## src/rtl/srp_pkg.sv

```systemverilog
`default_nettype none
package srp_pkg;
	localparam int unsigned ReqBits = 12;
	localparam int unsigned CfgBits = 13;
	localparam int unsigned CfgIdxBits = 1;
	localparam logic [CfgIdxBits-1:0] RegAtlasWidth = 1'd0;
	localparam logic [CfgIdxBits-1:0] RegAtlasHeight = 1'd1;

	typedef enum logic [1:0] {
		ST_PLACED = 2'd0,
		ST_ATLAS_FULL = 2'd1,
		ST_STORE_FULL = 2'd2
	} place_status_t;

	typedef enum logic [3:0] {
		S_IDLE,
		S_FIT_START,
		S_FIT_HEAD,
		S_FIT_WALK,
		S_FIT_DONE,
		S_DECIDE,
		S_COPY_START,
		S_COPY,
		S_RESULT
	} ctrl_state_t;

	typedef struct packed {
		logic load_req;
		logic fit_start;
		logic fit_head;
		logic fit_step;
		logic fit_done;
		logic result_fail;
		logic copy_start;
		logic copy_step;
		logic copy_fin;
		logic set_result;
	} dp_cmd_t;

	typedef struct packed {
		logic fit_end;
		logic fit_more_seg;
		logic found;
		logic store_full;
		logic copy_end;
	} dp_stat_t;
endpackage
`default_nettype wire

```

## src/rtl/srp_ctrl.sv

```systemverilog
`default_nettype none
module srp_ctrl (
	input  wire logic clk,
	input  wire logic arst_n,
	input  wire logic req_fire,
	input  wire logic res_busy,
	input  wire srp_pkg::dp_stat_t stat,
	output srp_pkg::dp_cmd_t cmd,
	output logic ready
);
	import srp_pkg::*;

	ctrl_state_t state_q, state_d;

	always_ff @(posedge clk or negedge arst_n) begin
		if (!arst_n) state_q <= S_IDLE;
		else state_q <= state_d;
	end

	always_comb begin
		state_d = state_q;
		case (state_q)
			S_IDLE: if (req_fire) state_d = S_FIT_START;
			S_FIT_START: state_d = S_FIT_HEAD;
			S_FIT_HEAD: state_d = S_FIT_WALK;
			S_FIT_WALK: if (stat.fit_end) state_d = S_FIT_DONE;
			S_FIT_DONE: state_d = stat.fit_more_seg ? S_FIT_START : S_DECIDE;
			S_DECIDE: begin
				if (!stat.found || stat.store_full) state_d = S_RESULT;
				else state_d = S_COPY_START;
			end
			S_COPY_START: state_d = S_COPY;
			S_COPY: if (stat.copy_end) state_d = S_RESULT;
			S_RESULT: if (!res_busy) state_d = S_IDLE;
			default: state_d = S_IDLE;
		endcase
	end

	always_comb begin
		cmd = '0;
		ready = 1'b0;
		case (state_q)
			S_IDLE: begin
				ready = 1'b1;
				cmd.load_req = req_fire;
			end
			S_FIT_START: cmd.fit_start = 1'b1;
			S_FIT_HEAD: cmd.fit_head = 1'b1;
			S_FIT_WALK: cmd.fit_step = !stat.fit_end;
			S_FIT_DONE: cmd.fit_done = 1'b1;
			S_DECIDE: cmd.result_fail = !stat.found || stat.store_full;
			S_COPY_START: cmd.copy_start = 1'b1;
			S_COPY: begin
				cmd.copy_step = !stat.copy_end;
				cmd.copy_fin = stat.copy_end;
			end
			S_RESULT: cmd.set_result = !res_busy;
			default: ;
		endcase
	end
endmodule
`default_nettype wire

```

## config.mk

```make
export PLATFORM = sky130hd
export DESIGN_NAME = srp_ctrl
export DESIGN_NICKNAME = d
export VERILOG_FILES = /design/src/rtl/srp_pkg.sv /design/src/rtl/srp_ctrl.sv
export SDC_FILE = /design/constraint.sdc
export NUM_CORES = 1
export LEC_CHECK = 0
export ABC_AREA = 0
export BUFFER_PORTS_ARGS = -buffer_cell sky130_fd_sc_hd__clkbuf_2
export CORE_AREA = 2 2 39 41
export CTS_CLUSTER_SIZE = 25
export DETAILED_ROUTE_END_ITERATION = 10
export DIE_AREA = 0 0 41 43
export PLACE_DENSITY = 0.59
export SYNTH_ARGS = -nofsm -noshare
export SYNTH_HDL_FRONTEND = slang
export SYNTH_SLANG_ARGS = --single-unit
```

## constraint.sdc

```tcl
create_clock -name clk -period 3.9 [get_ports clk]
set_clock_uncertainty 0.15 [all_clocks]
set_input_delay 0.39 -clock clk [delete_from_list [all_inputs] [get_ports clk]]
set_output_delay 0.39 -clock clk [all_outputs]
set_load 0.1 [all_outputs]
```

==> metrics.md, run 1 <==
| Metric | Value |
|---|---|
| Status | finished clean |
| Final Hold Viols | 0 |
| Data required, critical path | 3.36 ns |
| Post-layout minimum cycle time | 2.39 ns |
| Vias per cell | 4.80 |
| Initial Util | 0.265 |
| Num ports | 20 |
| Syn Inst Count | 47 |
| CP Max Fanout | 13 |
| Flops & latches, synth | 4 |
| Final antenna-violating net count | 0 |
| GPL Wtd Cong | 0.731 |
| Register name with the most flops | state_q |
| Total gr overflow | 0 |
| Max FFs per register | 4 |
| Metal-1 WL | 409 um |
| Syn nets | 56 |
| Die area | 0.00176 mm2 |
| # resized after CTS | 0 |
| Yosys synthesis warning count | 0 |
| H-tree depth | 1 |
| Final worst setup slack | 1.51 ns |
| Cts bufs inserted | 3 |
| Metal2 WL | 407 um |
| Initial DRC count | 6 |
| Startpoint types | register |
| Area Overhead vs Synth | 35.2% |
| Worst path cell trace | nand2b_1, nor3_1, clkbuf_2 |
| Worst rel slew slack | 0.640 |
| CTS Sinks | 4 |
| Critical path class | register to output port |
| Unrepaired setup endpoints after global routing | false |
| Global-route usage over all layers | 0.111 |
| Pre-CTS setup slack | 1.75 ns |
| Most frequent cells in the layout | clkbuf_2, nor3_1, nor2_1, dfrtp_1 |
| Die Y | 43 um |
| CP Capture Type | output port |
| Final WL | 854 um |
| Synthesized area | 367 um2 |
| Die X | 41 um |
| Period utilization | 0.613 |
| DR WL/cell | 10.4 um |
| Clock latency at the later pin of the worst-skew pair | 0.23 ns |
| Final Setup Violations | 0 |
| Via count | 394 |
| Vias in the first global route | 331 |
| Antenna violations before repair | 0 |
| Syn_area_per_cell | 7.80 um2 |
| Min-delay worst type | input pin to register |
| N_diodes | 0 |
| Residual DRC | 0 |
| Slew at the pin with the worst max-slew slack | 0.542 ns |
| Post-detail-place hpwl | 659 um |
| Root buf cell | clkbuf_4 |
| PortBufs | 19 |
| Largest regs | state_q x4 |
| Core area | 0.00138 mm2 |
| Post-CTS Hold Fix Bufs | 1 |
| Slowest cell on the critical path | dfrtp_1 |
| 1st-pass router iterations | 4 |
| Routed wl met3 | 37 um |
| Fin. max-slew vios | 0 |
| Std cell rows | 14 |
| Top Family by Delay on Critical Path | simple AND/OR/NAND/NOR gates |
| Largest net degree at the start of global routing | 14 |
| Layout cell share with drive strength beyond 1 | 0.409 |
| Highest routed layer | met3 |
| Seq/Total Area, Yosys | 0.273 |
| Most common cell after layout, fill and taps aside | clkbuf_2 |
| Final #Nets | 77 |
| Critical Path AT | 1.85 ns |
| CP peak stage delay | 0.52 ns |
| FILL cells | 155 |
| Synth unique cells | 25 |
| Clk pin slew, worst setup/hold paths | 0.03 ns |
| Bufs and invs on worst path | 1 |
| Setup tns final | 0 ns |
| Achievable Freq | 418 MHz |
| First-pass GRT wire length | 1.36 mm |
| Longest Clk Path Bufs | 2 |
| Post-CTS Setup Bufs | 0 |
| Max Cap Viol | 0 |
| CTS tree | done |
cells by family after synthesis:
family,after synthesis,synth area share
and+or+nand+nor,27,0.427
AOI/OAI and AO/OA,9,0.167
buffers and inverters,6,0.106
DFF,4,0.273
muxes,1,0.0273
worst paths after layout:
kind / startpoint / to / slack, ns / depth (start not counted)
worst max-delay path: state_q[3] / cmd[2] / 1.51 / 3
worst min-delay path: res_busy / state_q[3] / 0.27 / 3
worst max register to register: state_q[2] / state_q[2] / 2.26 / 4
worst min register to register: state_q[0] / state_q[0] / 0.56 / 1
max in group asynchronous: arst_n / state_q[2] / 3.13 / 2
min in group asynchronous: arst_n / state_q[0] / 0.34 / 2
cell usage after synthesis:
library cell,count,share of area
o21ai_0,2,0.027
buf_2,1,0.014
mux2i_1,1,0.027
nor4_1,3,0.051
o21ai_2,1,0.024
inv_1,2,0.020
and2_1,1,0.017
nor2b_1,1,0.017
nor3b_1,2,0.041
nand3_1,1,0.014
nor3_1,8,0.11
o211ai_1,1,0.020
nand2_1,3,0.031
or2b_4,1,0.031
o31ai_1,1,0.020
a21o_1,1,0.020
nor2_1,4,0.041
nand2b_1,1,0.017
clkbuf_1,1,0.010
a221o_1,1,0.027
dfrtp_1,4,0.27
buf_6,2,0.061
a21oi_1,2,0.027
or2b_1,1,0.020
nand2b_4,1,0.038
layout make-up:
type,count,area [um2],share of cell area
repair buffers,20,105,0.212
multi-input cells,37,240,0.485
inverters,2,7.51,0.0152
clock buffers,3,22.5,0.0455
flip-flops and latches,4,100,0.202
well taps,16,20.0,0.0404
tightest hold or removal path: stages:
cell and delay, ns:
clkbuf_2 0.09, nand3_1 0.06, o21ai_0 0.07
stage by stage:
step,instances,instance area [um2],hold WS (ns),utilization
global placement,78,463,0.0499,0.335
detailed placement,78,463,0.0518,0.335
floorplan,47,379,-0.0556,-
global route,82,495,0.277,0.358
CTS,82,495,0.268,0.358
finish,82,495,0.271,0.358
layer usage:
layer / global-route usage / up-vias
met5: 0 / -
met4: 0.0400 / 0
met3: 0.0471 / 0
met2: 0.144 / 10
met1: 0.159 / 178
li1: - / 206
Power of run 1 is left out: the tool's default activity adds up to more than one toggle a clock period on the data nets, which glitch-free logic cannot reach.
==> run 2, diff against run 1 <==
PLACE_DENSITY = 0.61   (was 0.59)
clock period = 1.9 ns   (was 3.9 ns; I/O delays follow)
==> metrics.md, run 2 (same netlist as run 1, synthesis figures left out) <==
| Metric | Value |
|---|---|
| Worst Hold Depth | 3 |
| Post-detail-place hpwl | 859 um |
| Global-route usage over all layers | 0.163 |
| Post-layout minimum cycle time | 1.83 ns |
| Slew at the pin with the worst max-slew slack | 0.383 ns |
| Final Setup Violations | 0 |
| Num ports | 20 |
| Slowest cell on the critical path | dfrtp_2 |
| Min-delay worst type | input pin to register |
| Period utilization | 0.965 |
| Initial Util | 0.265 |
| Final Hold Viols | 0 |
| Reg2reg path depth | 5 |
| Vias per cell | 5.12 |
| Status | finished clean |
| PortBufs | 19 |
| CP Capture Type | output port |
| Core area | 0.00138 mm2 |
| Critical path class | register to output port |
| CP peak stage delay | 0.48 ns |
| Area Overhead vs Synth | 131% |
| 1st-pass router iterations | 4 |
| N_diodes | 0 |
| Register name with the most flops | state_q |
| DR WL/cell | 12.3 um |
| Root buf cell | clkbuf_4 |
| GPL Wtd Cong | 0.850 |
| Die area | 0.00176 mm2 |
| First-pass GRT wire length | 1.97 mm |
| Max Cap Viol | 0 |
| Most frequent cells in the layout | buf_12, buf_4, clkbuf_2 |
| Pre-CTS setup slack | 0.173 ns |
| Worst rel slew slack | 0.742 |
| H-tree depth | 1 |
| Worst path cell trace | nor4_4, and2_4, buf_12 |
| Achievable Freq | 545 MHz |
| Total gr overflow | 0 |
| Largest net degree at the start of global routing | 11 |
| CTS tree | done |
| Most common cell after layout, fill and taps aside | buf_12 |
| Std cell rows | 14 |
| Die Y | 43 um |
| Die X | 41 um |
| CTS Sinks | 4 |
| Cell count along the critical path | 3 |
| Clk pin slew, worst setup/hold paths | 0.04 ns |
| Fin. max-slew vios | 0 |
| Vias in the first global route | 446 |
| Startpoint types | register |
| Largest regs | state_q x4 |
| FILL cells | 117 |
| Max FFs per register | 4 |
| Cts bufs inserted | 3 |
| Final antenna-violating net count | 0 |
| Antenna violations before repair | 0 |
| Final #Nets | 87 |
| Residual DRC | 0 |
| Bufs and invs on worst path | 1 |
| Final worst setup slack | 0.0665 ns |
| Clock latency at the later pin of the worst-skew pair | 0.24 ns |
| Final WL | 1.13 mm |
| Layout cell share with drive strength beyond 1 | 0.671 |
| Initial DRC count | 3 |
| R2R Setup Slk | 0.25 ns |
| Critical Path AT | 1.49 ns |
| CP Max Fanout | 8 |
| Hold WS | 0.112 ns |
| Top Family by Delay on Critical Path | simple AND/OR/NAND/NOR gates |
| Via count | 471 |
| Data required, critical path | 1.56 ns |
| Longest Clk Path Bufs | 2 |
[run 2: cell count changes in the layout (fill, tap and decap cells not counted), sizes merged]
cell,previous run,this run
buf,0,21
clkbuf,22,11
[run 2: metal layers]
layer	part of all wire	track usage
met5	0	0
met4	0.026	0.0667
met3	0.061	0.0576
met2	0.50	0.225
met1	0.41	0.225
[run 2: path summary, 6_finish.rpt]
kind / start / endpoint
max: state_q[2] / cmd[9]
min: res_busy / state_q[3]
max reg2reg: state_q[2] / state_q[2]
min reg2reg: state_q[0] / state_q[0]
max in group asynchronous: arst_n / state_q[0]
min in group asynchronous: arst_n / state_q[3]
[run 2: cell type report]
cell class,count,area [um2],area share
clock buffer,3,22.5,0.0266
inverter,2,7.51,0.00888
multi-input combinational,37,343,0.405
sequential,4,104,0.123
tap,16,20.0,0.0237
timing repair buffer,30,349,0.413
[run 2: tightest hold or removal path: stages]
cell	delay [ns]
clkbuf_2	0.11
nand3_1	0.07
o21ai_0	0.08
[run 2: timing repair]
action                                  CTS  global route
gates resized for setup                   3             3
hold endpoints to repair                  4             0
endpoints found under the setup margin    4             4
pin swaps                                 0             2
setup buffers                             0             5
hold buffers                              1             0
[run 2: stage by stage]
step	setup TNS [ns]	utilization	area, um2	cells
3_5_place_dp	0	0.548	758	83
2_1_floorplan	-1.96	-	482	47
6_report	0	0.611	846	92
5_1_grt	-0.00699	0.611	846	92
4_1_cts	0	0.577	798	87
3_3_place_gp	0	0.548	758	83
Power of run 2 is left out for the same reason.
